--- src/sv/cln_pkg.sv ---
// Shared types, codes and step tables for the character LCD nibble sequencer.
package cln_pkg;

	localparam int unsigned WaitW = 16;
	localparam int unsigned StepIdxW = 4;
	localparam int unsigned CfgIdxW = 3;

	localparam logic [WaitW-1:0] FOUR_BIT_WAIT_US = 16'd5000;

	localparam logic [StepIdxW-1:0] INIT_LAST_IDX = 4'd12;
	localparam logic [StepIdxW-1:0] BYTE_LAST_IDX = 4'd1;

	typedef enum logic [2:0] {
		ACT_INIT   = 3'd0,
		ACT_DATA   = 3'd1,
		ACT_CMD    = 3'd2,
		ACT_CLEAR  = 3'd3,
		ACT_HOME   = 3'd4,
		ACT_CURSOR = 3'd5,
		ACT_GLYPH  = 3'd6
	} action_t;

	typedef enum logic [CfgIdxW-1:0] {
		CFG_BOOT   = 3'd0,
		CFG_RST1   = 3'd1,
		CFG_RST2   = 3'd2,
		CFG_RST3   = 3'd3,
		CFG_CMD    = 3'd4,
		CFG_DATA   = 3'd5,
		CFG_CLEAR  = 3'd6,
		CFG_HOME   = 3'd7
	} cfg_idx_t;

	localparam logic [WaitW-1:0] RST_BOOT  = 16'd15000;
	localparam logic [WaitW-1:0] RST_RST1  = 16'd5000;
	localparam logic [WaitW-1:0] RST_RST2  = 16'd1000;
	localparam logic [WaitW-1:0] RST_RST3  = 16'd1000;
	localparam logic [WaitW-1:0] RST_CMD   = 16'd42;
	localparam logic [WaitW-1:0] RST_DATA  = 16'd46;
	localparam logic [WaitW-1:0] RST_CLEAR = 16'd2000;
	localparam logic [WaitW-1:0] RST_HOME  = 16'd2000;

	localparam logic [7:0] CMD_CLEAR_CODE = 8'h01;
	localparam logic [7:0] CMD_HOME_CODE  = 8'h02;
	localparam logic [7:0] CMD_DDRAM      = 8'h80;
	localparam logic [7:0] CMD_CGRAM      = 8'h40;

	// Wait source of one step
	typedef enum logic [3:0] {
		WS_ZERO,
		WS_BOOT,
		WS_RST1,
		WS_RST2,
		WS_RST3,
		WS_FOUR,
		WS_CMD,
		WS_DATA,
		WS_CMD_CLEAR,
		WS_CMD_HOME
	} wsel_t;

	typedef struct packed {
		logic       strobe;
		logic [3:0] nibble;
		wsel_t      wsel;
	} init_step_t;

	// Controller to datapath
	typedef struct packed {
		logic                load;
		logic                emit;
		logic [StepIdxW-1:0] idx;
		logic                last;
	} ctrl_cmd_t;

	// Datapath to controller
	typedef struct packed {
		logic                none;
		logic [StepIdxW-1:0] last_idx;
		logic                out_busy;
	} dp_stat_t;

	function automatic logic [7:0] line_addr(input logic [1:0] row);
		logic [7:0] a;
		begin
			unique case (row)
				2'd0: a = 8'h00;
				2'd1: a = 8'h40;
				2'd2: a = 8'h10;
				default: a = 8'h50;
			endcase
			return a;
		end
	endfunction

	function automatic init_step_t init_step(input logic [StepIdxW-1:0] idx);
		init_step_t s;
		begin
			unique case (idx)
				4'd0:  s = '{strobe: 1'b0, nibble: 4'h0, wsel: WS_BOOT};
				4'd1:  s = '{strobe: 1'b1, nibble: 4'h3, wsel: WS_RST1};
				4'd2:  s = '{strobe: 1'b1, nibble: 4'h3, wsel: WS_RST2};
				4'd3:  s = '{strobe: 1'b1, nibble: 4'h3, wsel: WS_RST3};
				4'd4:  s = '{strobe: 1'b1, nibble: 4'h2, wsel: WS_FOUR};
				4'd5:  s = '{strobe: 1'b1, nibble: 4'h2, wsel: WS_ZERO};
				4'd6:  s = '{strobe: 1'b1, nibble: 4'h8, wsel: WS_CMD};
				4'd7:  s = '{strobe: 1'b1, nibble: 4'h0, wsel: WS_ZERO};
				4'd8:  s = '{strobe: 1'b1, nibble: 4'hC, wsel: WS_CMD};
				4'd9:  s = '{strobe: 1'b1, nibble: 4'h0, wsel: WS_ZERO};
				4'd10: s = '{strobe: 1'b1, nibble: 4'h6, wsel: WS_CMD};
				4'd11: s = '{strobe: 1'b1, nibble: 4'h0, wsel: WS_ZERO};
				default: s = '{strobe: 1'b1, nibble: 4'h1, wsel: WS_CMD_CLEAR};
			endcase
			return s;
		end
	endfunction

	function automatic logic [WaitW-1:0] sat_add(input logic [WaitW-1:0] a,
			input logic [WaitW-1:0] b);
		logic [WaitW:0] s;
		begin
			s = {1'b0, a} + {1'b0, b};
			return s[WaitW] ? {WaitW{1'b1}} : s[WaitW-1:0];
		end
	endfunction

endpackage

--- src/sv/cln_if.sv ---
// Request, step and configuration channel interfaces.
interface cln_req_if;
	logic       valid;
	logic       ready;
	logic [2:0] action;
	logic [7:0] data;
	logic [3:0] col;
	logic [2:0] row;
	logic [2:0] glyph_code;

	modport source (output valid, action, data, col, row, glyph_code, input ready);
	modport sink (input valid, action, data, col, row, glyph_code, output ready);
endinterface

interface cln_step_if;
	logic        valid;
	logic        ready;
	logic        strobe_res;
	logic        reg_select;
	logic [3:0]  nibble;
	logic [15:0] wait_us;
	logic        last;

	modport source (output valid, strobe_res, reg_select, nibble, wait_us, last,
		input ready);
	modport sink (input valid, strobe_res, reg_select, nibble, wait_us, last,
		output ready);
endinterface

interface cln_cfg_if;
	logic        valid;
	logic        ready;
	logic [2:0]  index;
	logic [15:0] wdata;

	modport source (output valid, index, wdata, input ready);
	modport sink (input valid, index, wdata, output ready);
endinterface

--- src/sv/cln_dpath.sv ---
// Datapath: wait registers, request byte, step formation and output register.
module cln_dpath (
	input  logic                 clk,
	input  logic                 arst_n,
	cln_req_if.sink              req,
	cln_step_if.source           step,
	cln_cfg_if.sink              cfg,
	input  cln_pkg::ctrl_cmd_t   cmd,
	output cln_pkg::dp_stat_t    stat
);

	logic [cln_pkg::WaitW-1:0] boot_q, rst1_q, rst2_q, rst3_q;
	logic [cln_pkg::WaitW-1:0] cmdw_q, dataw_q, clearw_q, homew_q;

	cln_pkg::action_t act_q;
	logic [7:0]       byte_q;

	cln_pkg::action_t          req_act;
	logic [7:0]                req_byte;
	cln_pkg::init_step_t       ini;
	logic                      nx_strobe;
	logic                      nx_rs;
	logic [3:0]                nx_nibble;
	cln_pkg::wsel_t            nx_wsel;
	logic [cln_pkg::WaitW-1:0] nx_wait;
	logic                      out_valid_q;

	assign cfg.ready = 1'b1;
	assign req_act = cln_pkg::action_t'(req.action);

	always_ff @(posedge clk or negedge arst_n) begin
		if (!arst_n) begin
			boot_q   <= cln_pkg::RST_BOOT;
			rst1_q   <= cln_pkg::RST_RST1;
			rst2_q   <= cln_pkg::RST_RST2;
			rst3_q   <= cln_pkg::RST_RST3;
			cmdw_q   <= cln_pkg::RST_CMD;
			dataw_q  <= cln_pkg::RST_DATA;
			clearw_q <= cln_pkg::RST_CLEAR;
			homew_q  <= cln_pkg::RST_HOME;
		end else if (cfg.valid) begin
			unique case (cln_pkg::cfg_idx_t'(cfg.index))
				cln_pkg::CFG_BOOT:  boot_q   <= cfg.wdata;
				cln_pkg::CFG_RST1:  rst1_q   <= cfg.wdata;
				cln_pkg::CFG_RST2:  rst2_q   <= cfg.wdata;
				cln_pkg::CFG_RST3:  rst3_q   <= cfg.wdata;
				cln_pkg::CFG_CMD:   cmdw_q   <= cfg.wdata;
				cln_pkg::CFG_DATA:  dataw_q  <= cfg.wdata;
				cln_pkg::CFG_CLEAR: clearw_q <= cfg.wdata;
				default:            homew_q  <= cfg.wdata;
			endcase
		end
	end

	// Byte of the request and whether it yields any step
	always_comb begin
		req_byte      = req.data;
		stat.none     = 1'b0;
		stat.last_idx = cln_pkg::BYTE_LAST_IDX;
		stat.out_busy = out_valid_q && !step.ready;
		unique case (req.action)
			cln_pkg::ACT_INIT:   stat.last_idx = cln_pkg::INIT_LAST_IDX;
			cln_pkg::ACT_DATA,
			cln_pkg::ACT_CMD:    req_byte = req.data;
			cln_pkg::ACT_CLEAR:  req_byte = cln_pkg::CMD_CLEAR_CODE;
			cln_pkg::ACT_HOME:   req_byte = cln_pkg::CMD_HOME_CODE;
			cln_pkg::ACT_CURSOR: begin
				req_byte  = cln_pkg::CMD_DDRAM | cln_pkg::line_addr(req.row[1:0])
					| {4'h0, req.col};
				stat.none = req.row[2];
			end
			cln_pkg::ACT_GLYPH:  req_byte = cln_pkg::CMD_CGRAM | {2'b00, req.glyph_code, 3'b000};
			default:             stat.none = 1'b1;
		endcase
	end

	always_ff @(posedge clk) begin
		if (cmd.load) begin
			act_q  <= req_act;
			byte_q <= req_byte;
		end
	end

	// Step for the current index
	always_comb begin
		ini       = cln_pkg::init_step(cmd.idx);
		nx_strobe = 1'b1;
		nx_rs     = (act_q == cln_pkg::ACT_DATA);
		nx_nibble = cmd.idx[0] ? byte_q[3:0] : byte_q[7:4];
		nx_wsel   = cln_pkg::WS_ZERO;
		if (act_q == cln_pkg::ACT_INIT) begin
			nx_strobe = ini.strobe;
			nx_nibble = ini.nibble;
			nx_wsel   = ini.wsel;
		end else if (cmd.idx[0]) begin
			case (act_q)
				cln_pkg::ACT_DATA:  nx_wsel = cln_pkg::WS_DATA;
				cln_pkg::ACT_CLEAR: nx_wsel = cln_pkg::WS_CMD_CLEAR;
				cln_pkg::ACT_HOME:  nx_wsel = cln_pkg::WS_CMD_HOME;
				default:            nx_wsel = cln_pkg::WS_CMD;
			endcase
		end
	end

	always_comb begin
		unique case (nx_wsel)
			cln_pkg::WS_BOOT:      nx_wait = boot_q;
			cln_pkg::WS_RST1:      nx_wait = rst1_q;
			cln_pkg::WS_RST2:      nx_wait = rst2_q;
			cln_pkg::WS_RST3:      nx_wait = rst3_q;
			cln_pkg::WS_FOUR:      nx_wait = cln_pkg::FOUR_BIT_WAIT_US;
			cln_pkg::WS_CMD:       nx_wait = cmdw_q;
			cln_pkg::WS_DATA:      nx_wait = dataw_q;
			cln_pkg::WS_CMD_CLEAR: nx_wait = cln_pkg::sat_add(cmdw_q, clearw_q);
			cln_pkg::WS_CMD_HOME:  nx_wait = cln_pkg::sat_add(cmdw_q, homew_q);
			default:               nx_wait = '0;
		endcase
	end

	always_ff @(posedge clk or negedge arst_n) begin
		if (!arst_n) begin
			out_valid_q <= 1'b0;
		end else if (cmd.emit) begin
			out_valid_q <= 1'b1;
		end else if (step.ready) begin
			out_valid_q <= 1'b0;
		end
	end

	always_ff @(posedge clk) begin
		if (cmd.emit) begin
			step.strobe_res <= nx_strobe;
			step.reg_select <= nx_rs;
			step.nibble     <= nx_nibble;
			step.wait_us    <= nx_wait;
			step.last       <= cmd.last;
		end
	end

	assign step.valid = out_valid_q;

endmodule

--- src/sv/cln_ctrl.sv ---
// Controller: takes a request and walks its steps into the output register.
module cln_ctrl (
	input  logic               clk,
	input  logic               arst_n,
	input  logic               req_valid,
	output logic               req_ready,
	input  cln_pkg::dp_stat_t  stat,
	output cln_pkg::ctrl_cmd_t cmd
);

	typedef enum logic {
		ST_IDLE,
		ST_RUN
	} state_t;

	state_t                       state_q;
	logic [cln_pkg::StepIdxW-1:0] idx_q;
	logic [cln_pkg::StepIdxW-1:0] last_idx_q;

	assign req_ready = (state_q == ST_IDLE);
	assign cmd.load  = req_valid && req_ready;
	assign cmd.emit  = (state_q == ST_RUN) && !stat.out_busy;
	assign cmd.idx   = idx_q;
	assign cmd.last  = (idx_q == last_idx_q);

	always_ff @(posedge clk or negedge arst_n) begin
		if (!arst_n) begin
			state_q    <= ST_IDLE;
			idx_q      <= '0;
			last_idx_q <= '0;
		end else begin
			unique case (state_q)
				ST_IDLE: begin
					if (cmd.load && !stat.none) begin
						state_q    <= ST_RUN;
						idx_q      <= '0;
						last_idx_q <= stat.last_idx;
					end
				end
				default: begin
					if (cmd.emit) begin
						if (cmd.last) begin
							state_q <= ST_IDLE;
						end else begin
							idx_q <= idx_q + 1'b1;
						end
					end
				end
			endcase
		end
	end

endmodule

--- src/sv/char_lcd_nibble_sequencer.sv ---
// Top level of the character LCD nibble sequencer.
//
//   port  | role  | moves
//   ------+-------+---------------------------------------------
//   req   | sink  | one display request (action, data, col, row, glyph_code)
//   step  | source| one bus step (strobe_res, reg_select, nibble, wait_us, last)
//   cfg   | sink  | wait register write (index, wdata), always ready
//
// A request is taken, then its steps go out one per cycle while step is not stalled:
// 13 steps for init, 2 for every other action, none for action 7 or a
// cursor row of 4 or more. The next request is taken once the last step sits
// in the output register. A stall on step holds the step counter. Reset
// restores the wait defaults.
module char_lcd_nibble_sequencer (
	input logic        clk,
	input logic        arst_n,
	cln_req_if.sink    req,
	cln_step_if.source step,
	cln_cfg_if.sink    cfg
);

	cln_pkg::ctrl_cmd_t cmd;
	cln_pkg::dp_stat_t  stat;

	cln_ctrl u_ctrl (
		.clk       (clk),
		.arst_n    (arst_n),
		.req_valid (req.valid),
		.req_ready (req.ready),
		.stat      (stat),
		.cmd       (cmd)
	);

	cln_dpath u_dpath (
		.clk    (clk),
		.arst_n (arst_n),
		.req    (req),
		.step   (step),
		.cfg    (cfg),
		.cmd    (cmd),
		.stat   (stat)
	);

endmodule
--- src/flat_wrapper.sv ---
// flat-port wrapper written by rule: the top's interface ports become plain ports
module char_lcd_nibble_sequencer_flat 
  (clk, arst_n, req_valid, req_action, req_data, req_col, req_row, req_glyph_code, req_ready, step_valid, step_strobe_res, step_reg_select, step_nibble, step_wait_us, step_last, step_ready, cfg_valid, cfg_index, cfg_wdata, cfg_ready);
  cln_req_if req_i ();
  cln_step_if step_i ();
  cln_cfg_if cfg_i ();
  input logic clk;
  input logic arst_n;
  input wire logic [$bits(req_i.valid)-1:0] req_valid;
  input wire logic [$bits(req_i.action)-1:0] req_action;
  input wire logic [$bits(req_i.data)-1:0] req_data;
  input wire logic [$bits(req_i.col)-1:0] req_col;
  input wire logic [$bits(req_i.row)-1:0] req_row;
  input wire logic [$bits(req_i.glyph_code)-1:0] req_glyph_code;
  output wire logic [$bits(req_i.ready)-1:0] req_ready;
  output wire logic [$bits(step_i.valid)-1:0] step_valid;
  output wire logic [$bits(step_i.strobe_res)-1:0] step_strobe_res;
  output wire logic [$bits(step_i.reg_select)-1:0] step_reg_select;
  output wire logic [$bits(step_i.nibble)-1:0] step_nibble;
  output wire logic [$bits(step_i.wait_us)-1:0] step_wait_us;
  output wire logic [$bits(step_i.last)-1:0] step_last;
  input wire logic [$bits(step_i.ready)-1:0] step_ready;
  input wire logic [$bits(cfg_i.valid)-1:0] cfg_valid;
  input wire logic [$bits(cfg_i.index)-1:0] cfg_index;
  input wire logic [$bits(cfg_i.wdata)-1:0] cfg_wdata;
  output wire logic [$bits(cfg_i.ready)-1:0] cfg_ready;
  assign req_i.valid = req_valid;
  assign req_i.action = req_action;
  assign req_i.data = req_data;
  assign req_i.col = req_col;
  assign req_i.row = req_row;
  assign req_i.glyph_code = req_glyph_code;
  assign req_ready = req_i.ready;
  assign step_valid = step_i.valid;
  assign step_strobe_res = step_i.strobe_res;
  assign step_reg_select = step_i.reg_select;
  assign step_nibble = step_i.nibble;
  assign step_wait_us = step_i.wait_us;
  assign step_last = step_i.last;
  assign step_i.ready = step_ready;
  assign cfg_i.valid = cfg_valid;
  assign cfg_i.index = cfg_index;
  assign cfg_i.wdata = cfg_wdata;
  assign cfg_ready = cfg_i.ready;
  char_lcd_nibble_sequencer u_core (.clk(clk), .arst_n(arst_n), .req(req_i), .step(step_i), .cfg(cfg_i));
endmodule
--- config.mk ---
export PLATFORM = sky130hd
export DESIGN_NAME = char_lcd_nibble_sequencer_flat
export DESIGN_NICKNAME = d
export VERILOG_FILES = /design/src/sv/cln_pkg.sv /design/src/sv/cln_if.sv /design/src/sv/cln_dpath.sv /design/src/sv/cln_ctrl.sv /design/src/sv/char_lcd_nibble_sequencer.sv /design/src/flat_wrapper.sv
export SDC_FILE = /design/constraint.sdc
export NUM_CORES = 1
export LEC_CHECK = 0
export ABC_AREA = 1
export ABC_CLOCK_PERIOD_IN_PS = 4120
export BUFFER_PORTS_ARGS = -buffer_cell sky130_fd_sc_hd__buf_4
export CORE_MARGIN = 2
export CORE_UTILIZATION = 40
export CTS_CLUSTER_SIZE = 20
export DETAILED_ROUTE_END_ITERATION = 8
export GPL_ROUTABILITY_DRIVEN = 0
export SYNTH_ARGS = -nofsm -noshare
export SYNTH_HDL_FRONTEND = slang
export SYNTH_SLANG_ARGS = --single-unit
--- constraint.sdc ---
create_clock -name clk -period 4.12 [get_ports clk]
set_input_delay 0.412 -clock clk [delete_from_list [all_inputs] [get_ports clk]]
set_output_delay 0.412 -clock clk [all_outputs]
set_load 0.01 [all_outputs]
==> results of run 1 <==
cell families after synthesis:
group	after synthesis	synth area share, %
and+or+nand+nor	715	30.13
adders and majority gates	37	4.839
AOI/OAI and AO/OA	189	10.03
buffers and inverters	208	8.385
xor gates and xnor gates	14	1.241
DFF	170	45.33
other	1	0.03796
state kept, by name, summed over array words and instances, names as in the netlist, 4 cells and up:
signal and count:
u_core.u_dpath.step.wait_us 16, u_core.u_dpath.homew_q 16, u_core.u_dpath.byte_q 8, u_core.u_ctrl.idx_q 4
u_core.u_dpath.clearw_q 16, u_core.u_dpath.rst2_q 16, u_core.u_dpath.cmdw_q 16, u_core.u_dpath.rst1_q 16
u_core.u_dpath.boot_q 16, u_core.u_dpath.rst3_q 16, u_core.u_dpath.step.nibble 4, u_core.u_dpath.dataw_q 16
final timing paths:
kind                                           start                        endpoint  slack (ps)  cells after the start
max in group asynchronous                     arst_n      u_core.u_dpath.clearw_q[8]        3110                      2
setup / recovery            u_core.u_dpath.cmdw_q[0]  u_core.u_dpath.step.wait_us[8]        1170                     10
min in group clk                       req_action[0]         u_core.u_dpath.act_q[0]         190                      1
hold reg to reg            u_core.u_dpath.rst1_q[10]       u_core.u_dpath.rst1_q[10]         490                      2
setup reg to reg            u_core.u_dpath.cmdw_q[0]  u_core.u_dpath.step.wait_us[8]        1170                     10
hold / removal                                arst_n       u_core.u_dpath.boot_q[14]          60                      1
cell usage in the layout (no fill, tap or decap), types with 8 or more instances in the layout:
cell	instances
nor2_1	90
nor2_2	8
nand2_1	460
dfstp_2	43
buf_4	78
clkbuf_16	18
nand4_1	11
xnor2_1	8
edfxtp_1	34
inv_2	10
a21oi_1	35
ha_1	35
inv_1	158
o21ai_0	135
nand3_1	118
dfrtp_1	93
synthesized netlist by cell type (11+ instances only):
library cell,count
dfrtp_1,93
ha_1,35
clkbuf_1,25
a21oi_1,35
nand4_1,11
nand3_1,118
inv_1,158
dfstp_2,43
edfxtp_1,34
o21ai_0,135
nand2_1,460
nor2_1,91
layout make-up:
cell class / instances / area (um2)
clock buffers: 19 / 464.2
clock inverters: 13 / 113.9
fillers: 2463 / 12970
inverters: 170 / 638.1
multi-input cells: 956 / 4579
flip-flops and latches: 170 / 4478
well taps: 324 / 405.4
repair buffers: 79 / 596.8
worst max-delay path, delay by kind of cell (launching register included):
family | cells | cell delay, ps
AND/OR/NAND/NOR | 6 | 650
flip-flops | 1 | 420
AO/OA/AOI/OAI | 2 | 960
adder cells (fa/ha/maj) | 2 | 660
power by group through the flow:
stage          logic [mW]  clock network, mW  registers [mW]
2_1_floorplan        1.73                  0            2.50
3_3_place_gp         2.49                  0            2.60
6_report             2.53               1.59            2.57
3_5_place_dp         2.51                  0            2.60
5_1_grt              2.87               1.70            2.61
4_1_cts              2.52               1.61            2.57
per-layer routing:
metal  vias to the layer above  GRT usage [%]
met5                         -              0
met4                         0          5.804
met1                      4014          32.30
met2                       202          34.16
li1                       4385              -
met3                        19          3.544
stage by stage:
step	std cells	hold WS, ps
after global placement	1699	467.8
after floorplan	1334	116.4
after detailed placement	1699	472.7
after global routing	1731	133.1
final	1731	63.16
after CTS	1731	125.3
==> reports/summary.txt, run 1 <==
Total global-route track usage - 22.07%
Via count - 8620
Maximum clock frequency - 339.5 MHz
Syn nets - 1416
Syn Std Cell Area - 9878 um2
Total CTS buffers - 17
Hold Path Class - input port to asynchronous set/reset pin
Post-CTS Hold Buffers - 0
Wirelength per Cell - 15.96 um
Critical path fanouts, max - 12
Clk_lat worst skew - 440 ps
Pleak - 5.740 nW
Core area - 24250 um2
Register bit total from synthesis - 170
Final wirelength - 27.63 mm
Total Power Consumption - 6.688 mW
Post-cts sizing count - 0
Vias/cell - 4.980
CTS tree - done
Final period util - 71.49%
Switching share of power - 40.23%
YS warnings - 0
Ant diodes - 0
Htree depth - 4
Cell count after synthesis - 1334
Final WS setup - 1175 ps
Worst EP arrival - 3130 ps
Vias in the first global route - 8117
Flop pwr share - 38.4%
CTS root buffer - clkbuf_16
Peak supply drop - 0.2662 mV
Largest net degree at the start of global routing - 97
# IOs - 71
Register area share after synthesis - 45.33%
Die Ht - 161.2 um
Area leader, netlist - dfrtp_1
Post-Syn Area per Cell - 7.405 um2
Max-slew violation count - 0
Combinational share of power - 37.8%
Remaining DRCs - 0
Pint - 3.997 mW
Post-synth top area share - 23.56%
Starting density of the core - 40.74%
Ratio of cells with drive above 1 in the final layout - 13.29%
Outcome - completed
Row count - 57
Post CTS Setup Buffer Count - 0
Synth unique cells - 39
First-pass GRT wire length - 44.33 mm
Max_slew headroom - 25.53%
Post-synth EDFFs - 34
Unrepaired setup endpoints after global routing - no
DRT Pass-1 Iters - 5
Synth Flop Type - dfrtp_1
Final Skew - 14.80 ps
Antenna violations before repair - 0
Slew @ Worst Pin - 1114 ps
Synth area leaders - dfrtp_1 24%, nand2_1 17%, dfstp_2 11%
Placement Cell Area - 10700 um2
Setup violators final - 0
Final Cell Area - 11280 um2
CP Capture Type - flop
Bufs on Longest Clock Path - 2
Final Util - 46.50%
Most numerous cell on the critical path - nand3_1
Worst-path clk slew - 70 ps
Met2 wire length - 12.42 mm
Nets@finish - 1476
Slowest CP cell - a21oi_1
Place WS - 1211 ps
Maxcap violations - 0
Metal1 wirelength - 13.47 mm
DRT antenna net count - 0
Ys async rst share - 80.00%
Total power per unit cell area - 593.1 nW/um2
Worst stage delay on the critical path - 750 ps
DP Wirelength - 20.55 mm
Worst-path cell chain - ha_1 -> fa_1 -> nand3_1 -> nand3_1 -> nand2_1 -> nand2_1 -> a21oi_1 -> a21boi_0 -> nor2_1 -> nand3_1
Tmin final - 2945 ps
First-iteration detailed-routing DRC count - 762
Critical path startpoint category - flop
Top Layer Used - met4
Clock share of power - 23.8%
Met3 wire len - 1.380 mm
IO buf count - 69
Overflow after GRT - 0
WS Path Type - flop to flop
Die X - 161.2 um
Die Area - 25970 um2
Net Sw Power - 2.691 mW
CTS sink count - 170
Area added between synthesis and finish - 14.15%
Critical Path RT - 4310 ps
Final hold violations - 0
Setup TNS - 0 ps
No activity file was read; power rests on OpenSTA's default activity.
==> run 2, diff against run 1 <==
Settings changed: ABC_AREA 1 to 0, ABC_CLOCK_PERIOD_IN_PS 4120 to 2850.
Clock period 4.12 ns to 2.85 ns, I/O delays scaled along.
==> reports/summary.txt, run 2 <==
Outcome - completed
# IOs - 71
Cell with the most instances after synthesis - mux2_2
Row count - 55
Post-Syn Area per Cell - 11.35 um2
Area added between synthesis and finish - 23.37%
DRT Pass-1 Iters - 5
Syn nets - 907
Hold endpoint - u_core.u_dpath.act_q[0]
Core area - 22780 um2
CTS tree - done
Maximum clock frequency - 352.7 MHz
YS warnings - 0
Total CTS buffers - 17
Hold Path Class - input port to flop
Total global-route track usage - 20.75%
Total power per unit cell area - 901.6 nW/um2
DP Wirelength - 17.64 mm
Slew @ Worst Pin - 1002 ps
Hold path depth - 1
Ys async rst share - 80.00%
Worst-path clk slew - 70 ps
Post-synth top area share - 24.85%
FF-to-FF Start - u_core.u_dpath.cmdw_q[0]
Hold Path Origin - req_action[0]
Net Sw Power - 3.675 mW
Switching share of power - 35.28%
Die Ht - 157.0 um
Final WS setup - 14.35 ps
Most common cell after layout, fill and taps aside - buf_4
Final wirelength - 24.65 mm
Place WS - -224.6 ps
First-pass GRT wire length - 39.12 mm
Worst EP arrival - 3020 ps
Via count - 7160
Final hold violations - 0
DRT antenna net count - 0
FF-to-FF setup slack - 10 ps
Clock share of power - 22.0%
Starting density of the core - 41.11%
Top Layer Used - met4
Critical Path RT - 3040 ps
CTS sink count - 170
Critical path startpoint category - flop
Max-slew violation count - 0
Synth unique cells - 77
Metal1 wirelength - 11.26 mm
Synth cell count leaders - 129 x mux2_2, 93 x dfrtp_1, 66 x nand2_1
Peak supply drop - 0.4040 mV
Final Cell Area - 11550 um2
Largest net degree at the start of global routing - 58
IO buf count - 69
Final period util - 99.50%
Register bit total from synthesis - 170
Vias/cell - 5.555
Wirelength per Cell - 19.12 um
CP Capture Type - flop
Tmin final - 2836 ps
Syn Std Cell Area - 9364 um2
Die X - 157.0 um
Remaining DRCs - 0
Synth Flop Type - dfrtp_1
Pint - 6.741 mW
Setup violators final - 0
Pleak - 4.864 nW
Vias in the first global route - 7052
CTS root buffer - clkbuf_16
WS Path Type - flop to flop
Flop pwr share - 35.4%
Placed Cells - 1246
Synth area leaders - dfrtp_1 25%, mux2_2 16%, dfstp_2 12%
Most frequent cells in the layout - 154 x buf_4, 129 x mux2_2, 93 x dfrtp_1, 65 x nand2_1, 43 x dfstp_2
Setup TNS - 0 ps
Cell count after synthesis - 825
Antenna violations before repair - 0
R2R depth - 9
Overflow after GRT - 0
Post-route insts no fill - 1289
Final Skew - 9.704 ps
Bufs on Longest Clock Path - 2
Unrepaired setup endpoints after global routing - yes
Ratio of cells with drive above 1 in the final layout - 40.98%
Met2 wire length - 11.68 mm
Placement Cell Area - 10800 um2
Post-synth EDFFs - 34
Combinational share of power - 42.7%
Critical path fanouts, max - 3
Ant diodes - 0
Register area share after synthesis - 47.82%
Met3 wire len - 1.383 mm
Max_slew headroom - 32.84%
Die Area - 24650 um2
FF-to-FF End - u_core.u_dpath.step.wait_us[15]
Maxcap violations - 0
First-iteration detailed-routing DRC count - 447
Nets@finish - 1045
Htree depth - 4
Clk_lat worst skew - 430 ps
Area leader, netlist - dfrtp_1
==> run 2: cell types whose count changed in the layout (fill, tap and decap cells not counted), sizes merged, moves of 9 or more <==
cell / before / now
o21ai: 137 / 50
nor2: 103 / 30
inv: 179 / 17
buf: 79 / 161
a221oi: 0 / 11
nand3: 118 / 25
a222oi: 0 / 9
nand2: 468 / 66
a211oi: 0 / 9
mux2i: 0 / 11
mux2: 0 / 130
==> run 2: critical path, stage by stage, from the launching register on <==
cell	delay, ps
dfrtp_1	410
ha_2	210
fa_2	390
a211oi_4	230
o211ai_1	160
a31oi_1	270
nor2b_1	90
a21o_1	170
or3_1	350
a311o_1	310
==> run 2: per-stage QoR <==
stage / power (mW) / util, % / hold slack (ps)
after floorplan: 6.246 / - / -10.59
after detailed placement: 7.960 / 47.43 / 284.3
after global placement: 7.907 / 47.43 / 284.5
after CTS: 10.31 / 50.11 / 115.0
final: 10.42 / 50.72 / 121.7
after global routing: 11.07 / 50.72 / 116.3
==> run 2: power groups by stage <==
stage	registers [mW]	logic [mW]	clock network, mW
3_3_place_gp	3.71	4.19	0
4_1_cts	3.68	4.29	2.34
2_1_floorplan	3.69	2.56	0
5_1_grt	3.76	4.87	2.44
3_5_place_dp	3.73	4.23	0
6_report	3.68	4.45	2.29
==> run 2: kinds of logic (layout without fill, tap and decap cells) <==
family / after synthesis / after routing / synth area share [%]
buf+inv: 56 / 207 / 2.606
flops: 170 / 170 / 47.82
fa+ha+maj: 37 / 37 / 5.104
simple gates: 196 / 196 / 10.48
other cells: 1 / 1 / 0.04005
xor+xnor: 26 / 26 / 2.432
mux: 141 / 141 / 16.85
compound gates: 198 / 198 / 14.67
==> run 2: final cells by class <==
class,count,area (um2)
clock inverters,11,112.6
multi-input cells,599,4772
inverters,13,48.80
fillers,2056,11230
well taps,313,391.6
repair buffers,162,1289
clock buffers,21,460.4
flip-flops and latches,170,4478
==> run 2: worst max-delay path by stage <==
stage,depth (start not counted),start,endpoint
floorplan,9,u_core.u_dpath.cmdw_q[0],u_core.u_dpath.step.wait_us[11]
global placement,9,u_core.u_dpath.cmdw_q[0],u_core.u_dpath.step.wait_us[15]
detailed placement,10,u_core.u_dpath.cmdw_q[0],u_core.u_dpath.step.wait_us[11]
CTS,10,u_core.u_dpath.cmdw_q[1],u_core.u_dpath.step.wait_us[15]
global route,9,u_core.u_dpath.cmdw_q[0],u_core.u_dpath.step.wait_us[15]
finish,9,u_core.u_dpath.cmdw_q[0],u_core.u_dpath.step.wait_us[15]
==> run 2: repair_timing <==
item / CTS / global route
pin swaps: 12 / 11
resized for setup: 6 / 25
endpoints found under the hold margin: 38 / 0
cloned: 0 / 0
setup buffers: 2 / 8
setup endpoints to repair: 15 / 16
hold buffers: 1 / 0
==> run 2: routing by layer <==
layer / up-vias / GRT usage, %
li1: 3389 / -
met1: 3546 / 29.27
met2: 199 / 32.87
met3: 26 / 3.882
met4: 0 / 5.461
met5: - / 0
